--- config.mk ---
export PLATFORM = sky130hd
export DESIGN_NAME = alarm_annunciator_blink_controller
export DESIGN_NICKNAME = d
export VERILOG_FILES = /design/src/hdl/aabc_pkg.sv /design/src/hdl/aabc_cfg_regs.sv /design/src/hdl/aabc_blink.sv /design/src/hdl/aabc_button.sv /design/src/hdl/alarm_annunciator_blink_controller.sv
export SDC_FILE = /design/constraint.sdc
export NUM_CORES = 1
export LEC_CHECK = 0
export BUFFER_PORTS_ARGS = -buffer_cell sky130_fd_sc_hd__buf_2
export CAP_MARGIN = 20
export CORE_AREA = 3 3 222 224
export CTS_CLUSTER_SIZE = 14
export DETAILED_ROUTE_END_ITERATION = 12
export DIE_AREA = 0 0 225 227
export PLACE_DENSITY_LB_ADDON = 0.15
export SETUP_SLACK_MARGIN = 0.15
export SLEW_MARGIN = 20
export SYNTH_ARGS = -nofsm -noshare
export SYNTH_HDL_FRONTEND = slang
export SYNTH_SLANG_ARGS = --single-unit
--- constraint.sdc ---
create_clock -name clk -period 10.9 [get_ports clk]
set_input_delay 1.635 -clock clk [delete_from_list [all_inputs] [get_ports clk]]
set_output_delay 1.635 -clock clk [all_outputs]
set_load 0.02 [all_outputs]
--- src/hdl/aabc_pkg.sv ---
// ----------------------------------------------------------------------------
// aabc_pkg
// Shared types and constants of the alarm annunciator blink controller:
// status and pause codes, register indexes, reset values and pause lengths.
// ----------------------------------------------------------------------------
package aabc_pkg;

    // Width of one configuration register
    localparam int CFG_W   = 16;
    localparam int CFG_IDX_W = 3;

    // Pause down-counter width and pause lengths in ticks
    localparam int PAUSE_W = 26;
    localparam logic [PAUSE_W-1:0] FULL_PAUSE_MS = PAUSE_W'(12 * 60 * 60 * 1000);
    localparam logic [PAUSE_W-1:0] BUZZ_PAUSE_MS = PAUSE_W'(30 * 60 * 1000);

    // Pin bit positions
    localparam int PIN_BLUE   = 0;
    localparam int PIN_ORANGE = 1;
    localparam int PIN_RED    = 2;
    localparam int PIN_BUZZ   = 3;

    // Alarm status, in rising priority
    typedef enum logic [2:0] {
        ST_OK     = 3'd0,
        ST_SENSOR = 3'd1,
        ST_LINK   = 3'd2,
        ST_MAIN   = 3'd3,
        ST_BACKUP = 3'd4
    } status_t;

    // Pause level
    typedef enum logic [1:0] {
        PAUSE_NONE = 2'd0,
        PAUSE_BUZZ = 2'd1,
        PAUSE_FULL = 2'd2
    } pause_t;

    // Configuration register indexes
    typedef enum logic [CFG_IDX_W-1:0] {
        REG_LONG_DARK   = 3'd0,
        REG_LONG_LIT    = 3'd1,
        REG_SHORT_DARK  = 3'd2,
        REG_SHORT_LIT   = 3'd3,
        REG_BUZZ_SOUND  = 3'd4,
        REG_BUZZ_QUIET  = 3'd5,
        REG_LONG_PRESS  = 3'd6,
        REG_SHORT_PRESS = 3'd7
    } reg_idx_t;

    // Register reset values
    localparam logic [CFG_W-1:0] RST_LONG_DARK   = 16'd2000;
    localparam logic [CFG_W-1:0] RST_LONG_LIT    = 16'd400;
    localparam logic [CFG_W-1:0] RST_SHORT_DARK  = 16'd200;
    localparam logic [CFG_W-1:0] RST_SHORT_LIT   = 16'd75;
    localparam logic [CFG_W-1:0] RST_BUZZ_SOUND  = 16'd500;
    localparam logic [CFG_W-1:0] RST_BUZZ_QUIET  = 16'd200;
    localparam logic [CFG_W-1:0] RST_LONG_PRESS  = 16'd5000;
    localparam logic [CFG_W-1:0] RST_SHORT_PRESS = 16'd500;

    // Register file contents as seen by the datapath
    typedef struct packed {
        logic [CFG_W-1:0] long_dark_ms;
        logic [CFG_W-1:0] long_lit_ms;
        logic [CFG_W-1:0] short_dark_ms;
        logic [CFG_W-1:0] short_lit_ms;
        logic [CFG_W-1:0] buzz_sound_ms;
        logic [CFG_W-1:0] buzz_quiet_ms;
        logic [CFG_W-1:0] long_press_ms;
        logic [CFG_W-1:0] short_press_ms;
    } cfg_t;

endpackage

--- src/hdl/aabc_cfg_regs.sv ---
// ----------------------------------------------------------------------------
// aabc_cfg_regs
// Configuration register file: eight 16-bit timing registers, written one
// beat at a time through the configuration channel.
// ----------------------------------------------------------------------------
module aabc_cfg_regs (
    input  logic                                clk,
    input  logic                                rst_n,
    input  logic                                wr_en,
    input  logic [aabc_pkg::CFG_IDX_W-1:0]      wr_index,
    input  logic [aabc_pkg::CFG_W-1:0]          wr_data,
    output aabc_pkg::cfg_t                      cfg
);

    aabc_pkg::cfg_t cfg_reg;

    // Write the addressed register on each accepted beat
    always_ff @(posedge clk or negedge rst_n)
    begin
        if (!rst_n)
        begin
            cfg_reg.long_dark_ms   <= aabc_pkg::RST_LONG_DARK;
            cfg_reg.long_lit_ms    <= aabc_pkg::RST_LONG_LIT;
            cfg_reg.short_dark_ms  <= aabc_pkg::RST_SHORT_DARK;
            cfg_reg.short_lit_ms   <= aabc_pkg::RST_SHORT_LIT;
            cfg_reg.buzz_sound_ms  <= aabc_pkg::RST_BUZZ_SOUND;
            cfg_reg.buzz_quiet_ms  <= aabc_pkg::RST_BUZZ_QUIET;
            cfg_reg.long_press_ms  <= aabc_pkg::RST_LONG_PRESS;
            cfg_reg.short_press_ms <= aabc_pkg::RST_SHORT_PRESS;
        end
        else if (wr_en)
        begin
            unique case (aabc_pkg::reg_idx_t'(wr_index))
                aabc_pkg::REG_LONG_DARK:   cfg_reg.long_dark_ms   <= wr_data;
                aabc_pkg::REG_LONG_LIT:    cfg_reg.long_lit_ms    <= wr_data;
                aabc_pkg::REG_SHORT_DARK:  cfg_reg.short_dark_ms  <= wr_data;
                aabc_pkg::REG_SHORT_LIT:   cfg_reg.short_lit_ms   <= wr_data;
                aabc_pkg::REG_BUZZ_SOUND:  cfg_reg.buzz_sound_ms  <= wr_data;
                aabc_pkg::REG_BUZZ_QUIET:  cfg_reg.buzz_quiet_ms  <= wr_data;
                aabc_pkg::REG_LONG_PRESS:  cfg_reg.long_press_ms  <= wr_data;
                aabc_pkg::REG_SHORT_PRESS: cfg_reg.short_press_ms <= wr_data;
                default:                   cfg_reg <= cfg_reg;
            endcase
        end
    end

    assign cfg = cfg_reg;

endmodule

--- src/hdl/aabc_blink.sv ---
// ----------------------------------------------------------------------------
// aabc_blink
// Status priority update, saturating blink timers and blink phases for the
// blue, orange and red LEDs and the buzzer. Produces the pin levels after
// the blink stage of one tick.
// ----------------------------------------------------------------------------
module aabc_blink #(
    parameter int TIMER_WIDTH = 16
) (
    input  logic                clk,
    input  logic                rst_n,
    input  logic                advance,
    input  logic                main_power_ok,
    input  logic                backup_power_ok,
    input  logic                sensor_valid,
    input  logic                link_up,
    input  aabc_pkg::cfg_t      cfg,
    input  aabc_pkg::pause_t    pause_cur,
    input  logic [3:0]          pin_cur,
    output aabc_pkg::status_t   status_next,
    output logic [3:0]          pin_mid
);

    localparam int CW = (TIMER_WIDTH > aabc_pkg::CFG_W) ? TIMER_WIDTH : aabc_pkg::CFG_W;

    aabc_pkg::status_t      status_reg;
    logic                   blue_phase_reg, orange_phase_reg, red_phase_reg, buzz_phase_reg;
    logic                   blue_phase_next, orange_phase_next, red_phase_next, buzz_phase_next;
    logic [TIMER_WIDTH-1:0] blue_elapsed_reg, orange_elapsed_reg;
    logic [TIMER_WIDTH-1:0] red_elapsed_reg, buzz_elapsed_reg;
    logic [TIMER_WIDTH-1:0] blue_elapsed_next, orange_elapsed_next;
    logic [TIMER_WIDTH-1:0] red_elapsed_next, buzz_elapsed_next;
    logic [TIMER_WIDTH-1:0] blue_inc, orange_inc, red_inc, buzz_inc;

    function automatic logic [TIMER_WIDTH-1:0] sat_inc(input logic [TIMER_WIDTH-1:0] v);
        sat_inc = (&v) ? v : v + 1'b1;
    endfunction

    // True when the timer has run out for the current phase
    function automatic logic due(input logic [TIMER_WIDTH-1:0] e, input logic ph,
                                 input logic [aabc_pkg::CFG_W-1:0] off,
                                 input logic [aabc_pkg::CFG_W-1:0] on);
        due = ph ? (CW'(e) >= CW'(on)) : (CW'(e) >= CW'(off));
    endfunction

    // Resolve status by priority; link fault is left only for ok
    always_comb
    begin
        status_next = status_reg;
        if (!backup_power_ok)
            status_next = aabc_pkg::ST_BACKUP;
        else if (!main_power_ok)
            status_next = aabc_pkg::ST_MAIN;
        else if (status_next != aabc_pkg::ST_SENSOR && status_next != aabc_pkg::ST_LINK)
            status_next = aabc_pkg::ST_OK;
        if (!sensor_valid && status_next == aabc_pkg::ST_OK)
            status_next = aabc_pkg::ST_SENSOR;
        else if (sensor_valid && status_next == aabc_pkg::ST_SENSOR)
            status_next = aabc_pkg::ST_OK;
        if (!link_up && status_next <= aabc_pkg::ST_LINK)
            status_next = aabc_pkg::ST_LINK;
        else if (status_next == aabc_pkg::ST_LINK)
            status_next = aabc_pkg::ST_OK;
    end

    // Count all timers up
    assign blue_inc   = sat_inc(blue_elapsed_reg);
    assign orange_inc = sat_inc(orange_elapsed_reg);
    assign red_inc    = sat_inc(red_elapsed_reg);
    assign buzz_inc   = sat_inc(buzz_elapsed_reg);

    // Blink stage: toggle the blinkers the status drives and update pins
    always_comb
    begin
        blue_phase_next     = blue_phase_reg;
        orange_phase_next   = orange_phase_reg;
        red_phase_next      = red_phase_reg;
        buzz_phase_next     = buzz_phase_reg;
        blue_elapsed_next   = blue_inc;
        orange_elapsed_next = orange_inc;
        red_elapsed_next    = red_inc;
        buzz_elapsed_next   = buzz_inc;
        pin_mid             = pin_cur;
        case (status_next)
            aabc_pkg::ST_OK:
            begin
                if (due(blue_inc, blue_phase_reg, cfg.long_dark_ms, cfg.long_lit_ms))
                begin
                    blue_elapsed_next             = '0;
                    blue_phase_next               = !blue_phase_reg;
                    pin_mid[aabc_pkg::PIN_BLUE]   = !blue_phase_reg;
                    pin_mid[aabc_pkg::PIN_ORANGE] = 1'b0;
                    pin_mid[aabc_pkg::PIN_RED]    = 1'b0;
                    pin_mid[aabc_pkg::PIN_BUZZ]   = 1'b0;
                end
            end
            aabc_pkg::ST_SENSOR:
            begin
                if (due(blue_inc, blue_phase_reg, cfg.short_dark_ms, cfg.short_lit_ms))
                begin
                    blue_elapsed_next           = '0;
                    blue_phase_next             = !blue_phase_reg;
                    pin_mid[aabc_pkg::PIN_BLUE] = !blue_phase_reg;
                end
                if (due(orange_inc, orange_phase_reg, cfg.long_dark_ms, cfg.long_lit_ms))
                begin
                    orange_elapsed_next           = '0;
                    orange_phase_next             = !orange_phase_reg;
                    pin_mid[aabc_pkg::PIN_ORANGE] = !orange_phase_reg;
                    pin_mid[aabc_pkg::PIN_RED]    = 1'b0;
                    pin_mid[aabc_pkg::PIN_BUZZ]   = 1'b0;
                end
            end
            aabc_pkg::ST_LINK:
            begin
                if (due(blue_inc, blue_phase_reg, cfg.short_dark_ms, cfg.short_lit_ms))
                begin
                    blue_elapsed_next           = '0;
                    blue_phase_next             = !blue_phase_reg;
                    pin_mid[aabc_pkg::PIN_BLUE] = !blue_phase_reg;
                end
                if (due(red_inc, red_phase_reg, cfg.long_dark_ms, cfg.long_lit_ms))
                begin
                    red_elapsed_next              = '0;
                    red_phase_next                = !red_phase_reg;
                    pin_mid[aabc_pkg::PIN_RED]    = !red_phase_reg;
                    pin_mid[aabc_pkg::PIN_ORANGE] = 1'b0;
                    pin_mid[aabc_pkg::PIN_BUZZ]   = 1'b0;
                end
            end
            aabc_pkg::ST_MAIN:
            begin
                if (due(orange_inc, orange_phase_reg, cfg.short_dark_ms, cfg.short_lit_ms))
                begin
                    orange_elapsed_next           = '0;
                    orange_phase_next             = !orange_phase_reg;
                    pin_mid[aabc_pkg::PIN_ORANGE] = !orange_phase_reg;
                    pin_mid[aabc_pkg::PIN_BLUE]   = 1'b0;
                    pin_mid[aabc_pkg::PIN_RED]    = 1'b0;
                    pin_mid[aabc_pkg::PIN_BUZZ]   = 1'b0;
                end
            end
            default:
            begin
                if (due(red_inc, red_phase_reg, cfg.short_dark_ms, cfg.short_lit_ms))
                begin
                    red_elapsed_next              = '0;
                    red_phase_next                = !red_phase_reg;
                    pin_mid[aabc_pkg::PIN_RED]    = !red_phase_reg;
                    pin_mid[aabc_pkg::PIN_BLUE]   = 1'b0;
                    pin_mid[aabc_pkg::PIN_ORANGE] = 1'b0;
                end
                // Buzzer blinks only while no pause is running
                if (pause_cur == aabc_pkg::PAUSE_NONE &&
                    due(buzz_inc, buzz_phase_reg, cfg.buzz_quiet_ms, cfg.buzz_sound_ms))
                begin
                    buzz_elapsed_next           = '0;
                    buzz_phase_next             = !buzz_phase_reg;
                    pin_mid[aabc_pkg::PIN_BUZZ] = !buzz_phase_reg;
                end
            end
        endcase
    end

    // Hold status, phases and timers; advance once per accepted tick
    always_ff @(posedge clk or negedge rst_n)
    begin
        if (!rst_n)
        begin
            status_reg         <= aabc_pkg::ST_OK;
            blue_phase_reg     <= 1'b1;
            orange_phase_reg   <= 1'b1;
            red_phase_reg      <= 1'b1;
            buzz_phase_reg     <= 1'b1;
            blue_elapsed_reg   <= '0;
            orange_elapsed_reg <= '0;
            red_elapsed_reg    <= '0;
            buzz_elapsed_reg   <= '0;
        end
        else if (advance)
        begin
            status_reg         <= status_next;
            blue_phase_reg     <= blue_phase_next;
            orange_phase_reg   <= orange_phase_next;
            red_phase_reg      <= red_phase_next;
            buzz_phase_reg     <= buzz_phase_next;
            blue_elapsed_reg   <= blue_elapsed_next;
            orange_elapsed_reg <= orange_elapsed_next;
            red_elapsed_reg    <= red_elapsed_next;
            buzz_elapsed_reg   <= buzz_elapsed_next;
        end
    end

endmodule

--- src/hdl/aabc_button.sv ---
// ----------------------------------------------------------------------------
// aabc_button
// Stop-button hold counter and pause timer. A short press pauses the buzzer,
// a long press pauses buzzer and beacon; pauses count down and expire.
// ----------------------------------------------------------------------------
module aabc_button #(
    parameter int TIMER_WIDTH = 16
) (
    input  logic                clk,
    input  logic                rst_n,
    input  logic                advance,
    input  logic                button_pressed,
    input  aabc_pkg::cfg_t      cfg,
    input  logic                buzz_mid,
    output aabc_pkg::pause_t    pause_cur,
    output aabc_pkg::pause_t    pause_next,
    output logic                buzz_final
);

    localparam int CW = (TIMER_WIDTH > aabc_pkg::CFG_W) ? TIMER_WIDTH : aabc_pkg::CFG_W;

    aabc_pkg::pause_t               pause_mode_reg;
    logic [aabc_pkg::PAUSE_W-1:0]   remaining_reg, remaining_next;
    logic [TIMER_WIDTH-1:0]         hold_count_reg, hold_count_next, hold_inc;
    logic                           was_down_reg, was_down_next;
    logic                           over_long, over_short;

    assign hold_inc   = (&hold_count_reg) ? hold_count_reg : hold_count_reg + 1'b1;
    assign over_short = CW'(hold_count_reg) > CW'(cfg.short_press_ms);

    // Compare against the count this tick leaves: incremented while held
    assign over_long  = button_pressed ? (CW'(hold_inc) > CW'(cfg.long_press_ms))
                                       : (CW'(hold_count_reg) > CW'(cfg.long_press_ms));

    // Expire or count down the pause, then act on the button
    always_comb
    begin
        pause_next      = pause_mode_reg;
        remaining_next  = remaining_reg;
        buzz_final      = buzz_mid;
        if (remaining_reg == '0)
            pause_next = aabc_pkg::PAUSE_NONE;
        else
            remaining_next = remaining_reg - 1'b1;

        if (button_pressed)
        begin
            hold_count_next = hold_inc;
            was_down_next   = 1'b1;
            if (over_long && pause_next != aabc_pkg::PAUSE_FULL)
                buzz_final = 1'b1;
        end
        else
        begin
            if (was_down_reg)
            begin
                if (over_long && pause_next != aabc_pkg::PAUSE_FULL)
                begin
                    pause_next     = aabc_pkg::PAUSE_FULL;
                    remaining_next = aabc_pkg::FULL_PAUSE_MS;
                    buzz_final     = 1'b0;
                end
                else if (over_short && pause_next == aabc_pkg::PAUSE_NONE)
                begin
                    pause_next     = aabc_pkg::PAUSE_BUZZ;
                    remaining_next = aabc_pkg::BUZZ_PAUSE_MS;
                    buzz_final     = 1'b0;
                end
            end
            hold_count_next = '0;
            was_down_next   = 1'b0;
        end
    end

    assign pause_cur = pause_mode_reg;

    // Hold pause and press state; advance once per accepted tick
    always_ff @(posedge clk or negedge rst_n)
    begin
        if (!rst_n)
        begin
            pause_mode_reg <= aabc_pkg::PAUSE_NONE;
            remaining_reg  <= '0;
            hold_count_reg <= '0;
            was_down_reg   <= 1'b0;
        end
        else if (advance)
        begin
            pause_mode_reg <= pause_next;
            remaining_reg  <= remaining_next;
            hold_count_reg <= hold_count_next;
            was_down_reg   <= was_down_next;
        end
    end

endmodule

--- src/hdl/alarm_annunciator_blink_controller.sv ---
// ----------------------------------------------------------------------------
// alarm_annunciator_blink_controller
// One millisecond tick per input beat: priority alarm status, LED and buzzer
// blink patterns, red beacon and timed pauses from the stop button.
//
//   channel  handshake              payload
//   -------  ---------------------  ----------------------------------------
//   in       in_valid / in_ready    main_power_ok backup_power_ok
//                                   sensor_valid link_up button_pressed
//   out      out_valid / out_ready  blue_led orange_led red_led buzzer_on
//                                   beacon_on status_code pause_level
//   cfg      cfg_valid / cfg_ready  cfg_index cfg_data
//
// Each tick is worked out combinationally from the held state and the input
// beat and is registered into the output register; one beat per cycle while in_ready is high.
// in_ready is high whenever the output register is empty or being taken.
// cfg_ready is always high; a write goes straight into the register file.
// Reset clears all state but the result registers at once; no clearing pass.
// ----------------------------------------------------------------------------
module alarm_annunciator_blink_controller #(
    parameter int TIMER_WIDTH = 16
) (
    input  logic                            clk,
    input  logic                            rst_n,
    input  logic                            in_valid,
    output logic                            in_ready,
    input  logic                            main_power_ok,
    input  logic                            backup_power_ok,
    input  logic                            sensor_valid,
    input  logic                            link_up,
    input  logic                            button_pressed,
    output logic                            out_valid,
    input  logic                            out_ready,
    output logic                            blue_led,
    output logic                            orange_led,
    output logic                            red_led,
    output logic                            buzzer_on,
    output logic                            beacon_on,
    output logic [2:0]                      status_code,
    output logic [1:0]                      pause_level,
    input  logic                            cfg_valid,
    output logic                            cfg_ready,
    input  logic [aabc_pkg::CFG_IDX_W-1:0]  cfg_index,
    input  logic [aabc_pkg::CFG_W-1:0]      cfg_data
);

    aabc_pkg::cfg_t     cfg;
    aabc_pkg::status_t  status_next;
    aabc_pkg::pause_t   pause_cur, pause_next;
    logic [3:0]         pin_levels_reg, pin_mid, pin_next;
    logic               buzz_final, advance;
    logic               out_valid_reg;
    logic [3:0]         pins_out_reg;
    logic               beacon_reg;
    logic [2:0]         status_reg;
    logic [1:0]         pause_reg;

    // Accept a tick when the output register is free or draining
    assign in_ready  = !out_valid_reg || out_ready;
    assign advance   = in_valid && in_ready;
    assign cfg_ready = 1'b1;

    aabc_cfg_regs u_cfg (
        .clk      (clk),
        .rst_n    (rst_n),
        .wr_en    (cfg_valid),
        .wr_index (cfg_index),
        .wr_data  (cfg_data),
        .cfg      (cfg)
    );

    aabc_blink #(.TIMER_WIDTH(TIMER_WIDTH)) u_blink (
        .clk             (clk),
        .rst_n           (rst_n),
        .advance         (advance),
        .main_power_ok   (main_power_ok),
        .backup_power_ok (backup_power_ok),
        .sensor_valid    (sensor_valid),
        .link_up         (link_up),
        .cfg             (cfg),
        .pause_cur       (pause_cur),
        .pin_cur         (pin_levels_reg),
        .status_next     (status_next),
        .pin_mid         (pin_mid)
    );

    aabc_button #(.TIMER_WIDTH(TIMER_WIDTH)) u_button (
        .clk            (clk),
        .rst_n          (rst_n),
        .advance        (advance),
        .button_pressed (button_pressed),
        .cfg            (cfg),
        .buzz_mid       (pin_mid[aabc_pkg::PIN_BUZZ]),
        .pause_cur      (pause_cur),
        .pause_next     (pause_next),
        .buzz_final     (buzz_final)
    );

    // Merge the button stage's buzzer drive into the pin levels
    always_comb
    begin
        pin_next                     = pin_mid;
        pin_next[aabc_pkg::PIN_BUZZ] = buzz_final;
    end

    // Hold pin levels across ticks
    always_ff @(posedge clk or negedge rst_n)
    begin
        if (!rst_n)
            pin_levels_reg <= '0;
        else if (advance)
            pin_levels_reg <= pin_next;
    end

    // Output valid: set on an accepted tick, drop when taken
    always_ff @(posedge clk or negedge rst_n)
    begin
        if (!rst_n)
            out_valid_reg <= 1'b0;
        else if (advance)
            out_valid_reg <= 1'b1;
        else if (out_ready)
            out_valid_reg <= 1'b0;
    end

    // Load the result beat
    always_ff @(posedge clk)
    begin
        if (advance)
        begin
            pins_out_reg <= pin_next;
            beacon_reg   <= (status_next == aabc_pkg::ST_BACKUP) &&
                            (pause_cur != aabc_pkg::PAUSE_FULL);
            status_reg   <= status_next;
            pause_reg    <= pause_next;
        end
    end

    assign out_valid   = out_valid_reg;
    assign blue_led    = pins_out_reg[aabc_pkg::PIN_BLUE];
    assign orange_led  = pins_out_reg[aabc_pkg::PIN_ORANGE];
    assign red_led     = pins_out_reg[aabc_pkg::PIN_RED];
    assign buzzer_on   = pins_out_reg[aabc_pkg::PIN_BUZZ];
    assign beacon_on   = beacon_reg;
    assign status_code = status_reg;
    assign pause_level = pause_reg;

endmodule

# --- Word level (Yosys, flattened, before mapping) ---
# Index checks and enable logic that the tools add are counted.
totals:
  register_bits: 259
  latchBits: 0
  mem_bits_rw: 0
  mem_bits_ro: 0
  inputBits: 29
  output_inout_bits: 13
  elab_cells: 189
  mem_count: 0
classes:
  n_addsub: 6
  multipliers: 0
  div: 0
  n_lt_le_gt_ge: 18
  eq_ne: 22
  shift: 0
  mux: 67
  bitwise_logic: 2
  n_reduce_logical: 47
op_table:
  columns: ["cell", "n"]
  rows:
  - ["16-bit >= comparator", 14]
  - ["16-bit 2-to-1 mux", 14]
  - ["26-bit 2-to-1 mux", 5]
  - ["16-bit one-hot mux with 2 select lines", 3]
  - ["16-bit by 1-bit adder with 16-bit output, second input constant", 5]
  - ["16-bit AND reduction", 5]
  - ["16-bit > comparator", 3]
  - ["3-bit 2-to-1 mux", 10]
  - ["26-bit logical NOT", 1]
  - ["26-bit by 1-bit subtractor with 26-bit output, second input constant", 1]
  - ["1-bit 2-to-1 mux", 24]
  - ["4-bit one-hot mux with 4 select lines", 1]
  - ["2-bit AND reduction", 8]
  - ["3-bit by 2-bit == test with 1-bit output, second input constant", 5]
  - ["3-bit == test, second input constant", 5]
  - ["4-bit AND reduction", 3]
  - ["2-bit 2-to-1 mux", 5]
  - ["2-bit by 1-bit inequality test with 1-bit output, second input constant", 5]
  - ["3-bit by 1-bit == test with 1-bit output, second input constant", 3]
  - ["1-bit logical AND", 9]
  - ["3-bit logical NOT", 3]
  - ["4-bit 2-to-1 mux", 2]
  - ["2-bit nonzero test", 4]
  - ["1-bit logical NOT", 7]
  - ["12 further kinds", 17]

# --- Logic depth before layout (Yosys ltp) ---
logic_depth:
  ltp_word: 18
  depth_mapped: 19
  ltp_nobuf: 18

# --- By module ---
# From an unflattened synthesis, not the netlist that was laid out.
hier_totals:
  hier_cells: 1986
  hier_area_um2: 19199.7
by_module_without_submodules:
  columns: ["mod", "n_inst", "cells_per_inst", "area_each_um2"]
  rows:
  - ["aabc_blink", 1, 1206, 9769.4]
  - ["aabc_cfg_regs", 1, 279, 4959.8]
  - ["aabc_button", 1, 474, 3922.5]
  - ["alarm_annunciator_blink_controller", 1, 27, 548.0]

# --- Worst setup path before layout ---
# Ideal clock, no wire load.
synth_timing:
  path_type: "reg2reg"
  start: "register u_blink.blue_elapsed_reg[0]"
  end: "register u_blink.blue_elapsed_reg[9]"
  setup_time_ns: 0.118
  arrival_time_ns: 3.718
  t_required_ns: 10.782
  setup_slack_ns: 7.064
  path_stages_with_launch: 20
  n_path_buf: 1
  synth_period_minus_slack_ns: 3.836
  path_cell_list: "dfrtp_1 ha_1 and2_1 nand4_1 nor2_1 nand3_1 nand2_1 nor2_1 xnor2_1 inv_1 ha_1 nand2_1 o21ai_0 a211oi_1 o31ai_1 o32ai_2 a211oi_4 buf_2 a21oi_1 a21o_1"
synth_via:
  elab_chain_cells: 6
synth_rtl:
  columns: ["element", "line", "text"]
  rows:
  - ["start, declared", "aabc_blink.sv:29", "logic [TIMER_WIDTH-1:0] blue_elapsed_reg, orange_elapsed_reg;"]
  - ["start signal, assigned", "aabc_blink.sv:187", "blue_elapsed_reg <= blue_elapsed_next;"]
  - ["16-bit by 1-bit adder with 16-bit output / 16-bit AND reduction (equally long branches)", "aabc_blink.sv:36", "sat_inc = (&v) ? v : v + 1'b1;"]
  - ["16-bit 2-to-1 mux (*)", "aabc_blink.sv:36", null]
  - ["16-bit >= comparator", "aabc_blink.sv:43", "due = ph ? (CW'(e) >= CW'(on)) : (CW'(e) >= CW'(off));"]
  - ["1-bit 2-to-1 mux", "aabc_blink.sv:43", null]
  - ["16-bit 2-to-1 mux (on tied branches)", "aabc_blink.sv:99, aabc_blink.sv:116, aabc_blink.sv:87", null]
  - ["16-bit one-hot mux with 2 select lines (*)", "aabc_blink.sv:84", "case (status_next)"]
# Mark *: on every way between the ends. The rest lies on a longest branch, timed or not.
# A chain may end at the register's enable or synchronous reset.

# --- Worst setup path in the final report ---
layout_timing:
  start: "register u_blink.orange_elapsed_reg[3]"
  end: "register u_blink.orange_elapsed_reg[3]"
layout_via:
  elab_chain_cells: 6
layout_rtl:
  columns: ["element", "line", "text"]
  rows:
  - ["start, declared", "aabc_blink.sv:29", null]
  - ["start signal, assigned", "aabc_blink.sv:188", "orange_elapsed_reg <= orange_elapsed_next;"]
  - ["16-bit by 1-bit adder with 16-bit output / 16-bit AND reduction (equally long branches)", "aabc_blink.sv:36", null]
  - ["16-bit 2-to-1 mux (*)", "aabc_blink.sv:36", null]
  - ["16-bit >= comparator", "aabc_blink.sv:43", null]
  - ["1-bit 2-to-1 mux", "aabc_blink.sv:43", null]
  - ["16-bit 2-to-1 mux (on tied branches)", "aabc_blink.sv:133, aabc_blink.sv:105", null]
  - ["16-bit one-hot mux with 2 select lines (*)", "aabc_blink.sv:84", null]
# Marks and branches as above.

==> summary by stage <==
Synthesis
The warning count from the yosys run is 0. After synthesis, the netlist uses 88 different library cells. A synthesized cell averages 9.089 sq um.

The cell area that synthesis handed to floorplanning was 18880 sq um. Counting flops with an async set or reset pin after synthesis yields a share of 96.14%. The area share of the largest cell type after synthesis is 27.71%. The number of standard cells after synthesis is 2077. Sorting the synthesized cells by area gives the leading types as sky130_fd_sc_hd__dfrtp_1, sky130_fd_sc_hd__ha_1, sky130_fd_sc_hd__dfstp_2. The primary flip-flop cell chosen by synthesis mapping is sky130_fd_sc_hd__dfrtp_1. In this run, synthesis inferred 10 flip-flops with an integrated enable. Sequential elements use a little over a third of the synthesized area. Summed over all instances, the cell type with the most area after synthesis is sky130_fd_sc_hd__dfrtp_1. When the netlist entered floorplanning its net count stood at 2384. Counting flops and latches in the post-synthesis netlist gives roughly 260.

Global routing
The maximum number of pins on one net before global-route repair is 77. Global routing consumed, over all layers together, between 20% and 30% of the routing resources. The via count of the first global-routing pass is between 15000 and 20000. The global-route wire length before repair is 87.80 mm. The number of antenna violations at the first check in global routing is 2.

Global routing finished with a remaining overflow of 0.

Timing
The smallest setup slack after layout is 5782 ps. The total setup violations reported at the end of the flow is 0. The post-route clock period utilization is between 40% and 50%. The slew at the pin closest to its max-slew limit is 1012 ps. Setup repair after global routing left no endpoint under its margin. The minimum clock period is between 5000 and 6000 ps. The top achievable clock speed is 195.4 MHz. The number of failing hold endpoints at the final stage was 0. The hold slack is 475.0 ps. The clock arrives with 23.86 ps of skew. The number of max-slew violations in the final report is 0. Adding up every negative setup slack in the final design gives 0 ps. In this run the tightest slew margin relative to its limit is 31.83%.

Critical path
Setup slack on the worst reg-to-reg path comes out at just under 6000 ps. STA puts the critical path data required time at 11340 ps. The kind of cell with the highest combined delay along the critical path is simple AND/OR/NAND/NOR gates. The signal on the critical path passes through and4_1 -> nand4_1 -> nor3_2 -> nand2b_1 -> nor2_1 -> xor2_1 -> ha_1 -> o21a_1 -> o211ai_1 -> a31oi_1 -> o21ai_0 -> and3_1 -> nor4_4 -> nand2_1 -> a221o_1. The peak per-stage delay on the critical path is around 820 ps. The number of cells on the worst reg-to-reg path is 15. The nature of the critical path startpoint is a register.

The startpoint identified for the worst register-to-register timing path is u_blink.orange_elapsed_reg[3]. The sort of element at the end of the critical path is a register. The arrival time of the worst setup path is 5550 ps. Along the worst path, the maximum fanout reaches 16. The critical path contains buffers and inverters numbering 0 combined. The worst setup path is of the register to register kind. The end of the worst register-to-register path is u_blink.orange_elapsed_reg[3]. The slowest stage of the critical path is the sky130_fd_sc_hd__nor4_4 cell.

Clock tree
The post-CTS clock slew at the launch and capture registers of the worst setup and hold paths is approximately 60 ps. In this run the clock root is driven by a sky130_fd_sc_hd__clkbuf_16. The number of hold-repair buffers added at the cts stage is 0. The number of clock buffers added by TritonCTS is 34. Counting along the longest clock path gives a buffer depth of 3. The clock reaches the later pin of the worst-skew pair after 570 ps. The number of buffers inserted by post-CTS setup repair is 0. The clock tree from TritonCTS is yes. CTS saw 259 sinks.

Once the clock tree was built, the resizer swapped 0 gates to a different size. The H-tree generated during clock tree synthesis spans 2 levels.

Power and ir drop
Of the total power, the clock network draws ~28%. The switching share of power is 39.77%. VDD sags by at most approximately 130 uV. Power spread over the standard cell area amounts to roughly 200 nW/um^2. Per report_power, the combinational group accounts for 38.4% of the total. Cell internal power was estimated by the tool at 0.002502 W. The switching power of the nets is between 0.0015 and 0.002 W. Per report_power, the sequential group accounts for about 34% of the total. For this design the static power due to leakage is 9.625 nW.

Floorplan
The die covers about 51000 sq um. The top-level port count is 42. The height of the die is 227 microns. The standard-cell row count is 80.

The core outline area is 47550 sq um. The floorplan die width is 225 microns. Once the floorplan was initialized, standard cells occupied 39.70% of the core.

Cells and area
Relative to the synthesized area, the layout overhead comes to 10.94%. The register with the most flip-flops in the layout has 128 of them. The library cell used most frequently in the layout, excluding fill and tap cells, is sky130_fd_sc_hd__ha_1. The net count of the finished layout is 2413. The ratio of cells with drive above 1 in the final layout is 12.24%. The library cells used most frequently in the layout, excluding fill and tap cells, are sky130_fd_sc_hd__ha_1, sky130_fd_sc_hd__nand2_1, sky130_fd_sc_hd__dfrtp_1.

Routing
The average detailed-routed wire length per instance is 20.46 microns. The final routed wirelength across all metal layers is between 50 and 60 mm. The detailed router placed between 15000 and 20000 vias in this run.

The number of design rule violations left after detail routing is 0. Once detail routing completed, the nets flagged for antenna violations numbered 0. Dividing the detail-routed via count by the number of cells gives 5.676. Before antenna repair, the detailed router went through 5 iterations. The detailed router's first-iteration violation count is 1132.

Job
The max capacitance violation total is 0.

Placed design
At the placement stage, the worst setup path has a slack of 5862 ps. Buffers placed on the I/O ports in this run total 40. The global placement routability congestion is slightly above 0.9.

The HPWL after detailed placement is 42.52 mm.

Run status
The run finished with clean final reports.

Hold path
The path with the worst hold slack has its endpoint at u_blink.status_reg[1]. The worst hold path was traced through 2 stages. The startpoint identified for the worst hold timing path is u_blink.status_reg[1]. The min-delay analysis places its worst path in the category register to register.
==> worst register-to-register path, stage by stage, from the launching register on <==
cell and delay [ps]:
sky130_fd_sc_hd__dfrtp_1 480, sky130_fd_sc_hd__and4_1 280, sky130_fd_sc_hd__nand4_1 190, sky130_fd_sc_hd__nor3_2 440, sky130_fd_sc_hd__nand2b_1 250, sky130_fd_sc_hd__nor2_1 90
sky130_fd_sc_hd__xor2_1 580, sky130_fd_sc_hd__ha_1 300, sky130_fd_sc_hd__o21a_1 130, sky130_fd_sc_hd__o211ai_1 90, sky130_fd_sc_hd__a31oi_1 260, sky130_fd_sc_hd__o21ai_0 180
sky130_fd_sc_hd__and3_1 230, sky130_fd_sc_hd__nor4_4 820, sky130_fd_sc_hd__nand2_1 310, sky130_fd_sc_hd__a221o_1 360
==> power groups by stage <==
stage / combinational (W) / clock (W) / sequential, W
after floorplan: 0.00110 / 0 / 0.00135
after global placement: 0.00153 / 0 / 0.00139
after detailed placement: 0.00158 / 0 / 0.00140
after CTS: 0.00159 / 0.00121 / 0.00139
after global routing: 0.00182 / 0.00124 / 0.00142
final: 0.00159 / 0.00117 / 0.00139
==> through the flow <==
step                      instances  instance area (sq um)  utilization [%]  total power, W
final                          2749                  20940            44.04        0.004154
after global routing           2747                  20940            44.03        0.004474
after CTS                      2744                  20900            43.96        0.004185
after detailed placement       2682                  19740            41.52        0.002978
after global placement         2682                  19730            41.50        0.002918
after floorplan                2077                  18880                -        0.002449
==> worst max path at each step <==
| stage | startpoint | slack [ps] | to | cells past startpoint |
|---|---|---|---|---|
| after CTS | u_blink.blue_elapsed_reg[0] | 5810 | u_blink.blue_elapsed_reg[3] | 18 |
| final | u_blink.orange_elapsed_reg[3] | 5780 | u_blink.orange_elapsed_reg[3] | 15 |
| after global placement | u_blink.blue_elapsed_reg[0] | 5900 | u_blink.blue_elapsed_reg[4] | 18 |
| after global routing | u_blink.blue_elapsed_reg[0] | 5270 | u_blink.blue_elapsed_reg[3] | 18 |
| after detailed placement | u_blink.blue_elapsed_reg[0] | 5860 | u_blink.blue_elapsed_reg[7] | 18 |
| after floorplan | u_blink.blue_elapsed_reg[0] | 7060 | u_blink.blue_elapsed_reg[9] | 19 |
==> cell families (layout without fill, tap and decap cells) <==
family | Yosys count | count (layout) | share of synthesized area [%]
fa+ha+maj | 278 | 278 | 18.43
compound gates | 533 | 533 | 17.92
flops | 259 | 259 | 34.86
xor+xnor | 61 | 61 | 2.830
simple gates | 646 | 646 | 16.95
mux | 74 | 74 | 4.395
buf+inv | 225 | 280 | 4.600
other cells | 1 | 3 | 0.01987
==> cell usage after synthesis (19+ instances only) <==
library cell	count
sky130_fd_sc_hd__nand3_1	50
sky130_fd_sc_hd__clkbuf_1	45
sky130_fd_sc_hd__inv_1	160
sky130_fd_sc_hd__nor3_1	25
sky130_fd_sc_hd__nor2b_1	25
sky130_fd_sc_hd__xor2_1	19
sky130_fd_sc_hd__a31oi_1	19
sky130_fd_sc_hd__dfrtp_1	209
sky130_fd_sc_hd__and3_1	31
sky130_fd_sc_hd__a21o_1	28
sky130_fd_sc_hd__a21oi_1	120
sky130_fd_sc_hd__nand4_1	44
sky130_fd_sc_hd__nand2b_1	19
sky130_fd_sc_hd__dfstp_2	40
sky130_fd_sc_hd__xnor2_1	42
sky130_fd_sc_hd__a211oi_1	22
sky130_fd_sc_hd__a22o_1	23
sky130_fd_sc_hd__o21ai_0	175
sky130_fd_sc_hd__mux2_2	71
sky130_fd_sc_hd__ha_1	278
sky130_fd_sc_hd__nand2_1	269
sky130_fd_sc_hd__nor2_1	92
==> per-layer routing <==
metal / global-route usage [%] / wire, microns / up-vias
met5: 0 / 0 / -
met4: 6.869 / 1768 / 0
met3: 3.714 / 2734 / 89
met2: 35.94 / 25500 / 331
met1: 30.66 / 26240 / 7582
li1: - / - / 7602
==> final cells by class <==
type | instances | area, sq um
clock buffers | 47 | 949.7
repair buffers | 57 | 352.8
inverters | 161 | 604.3
flip-flops and latches | 259 | 6581
multi-input cells | 1593 | 11470
diodes | 2 | 5.005
well taps | 615 | 769.5
fillers | 4641 | 26600
clock inverters | 15 | 209.0
Power figures use the tool's default switching activity.
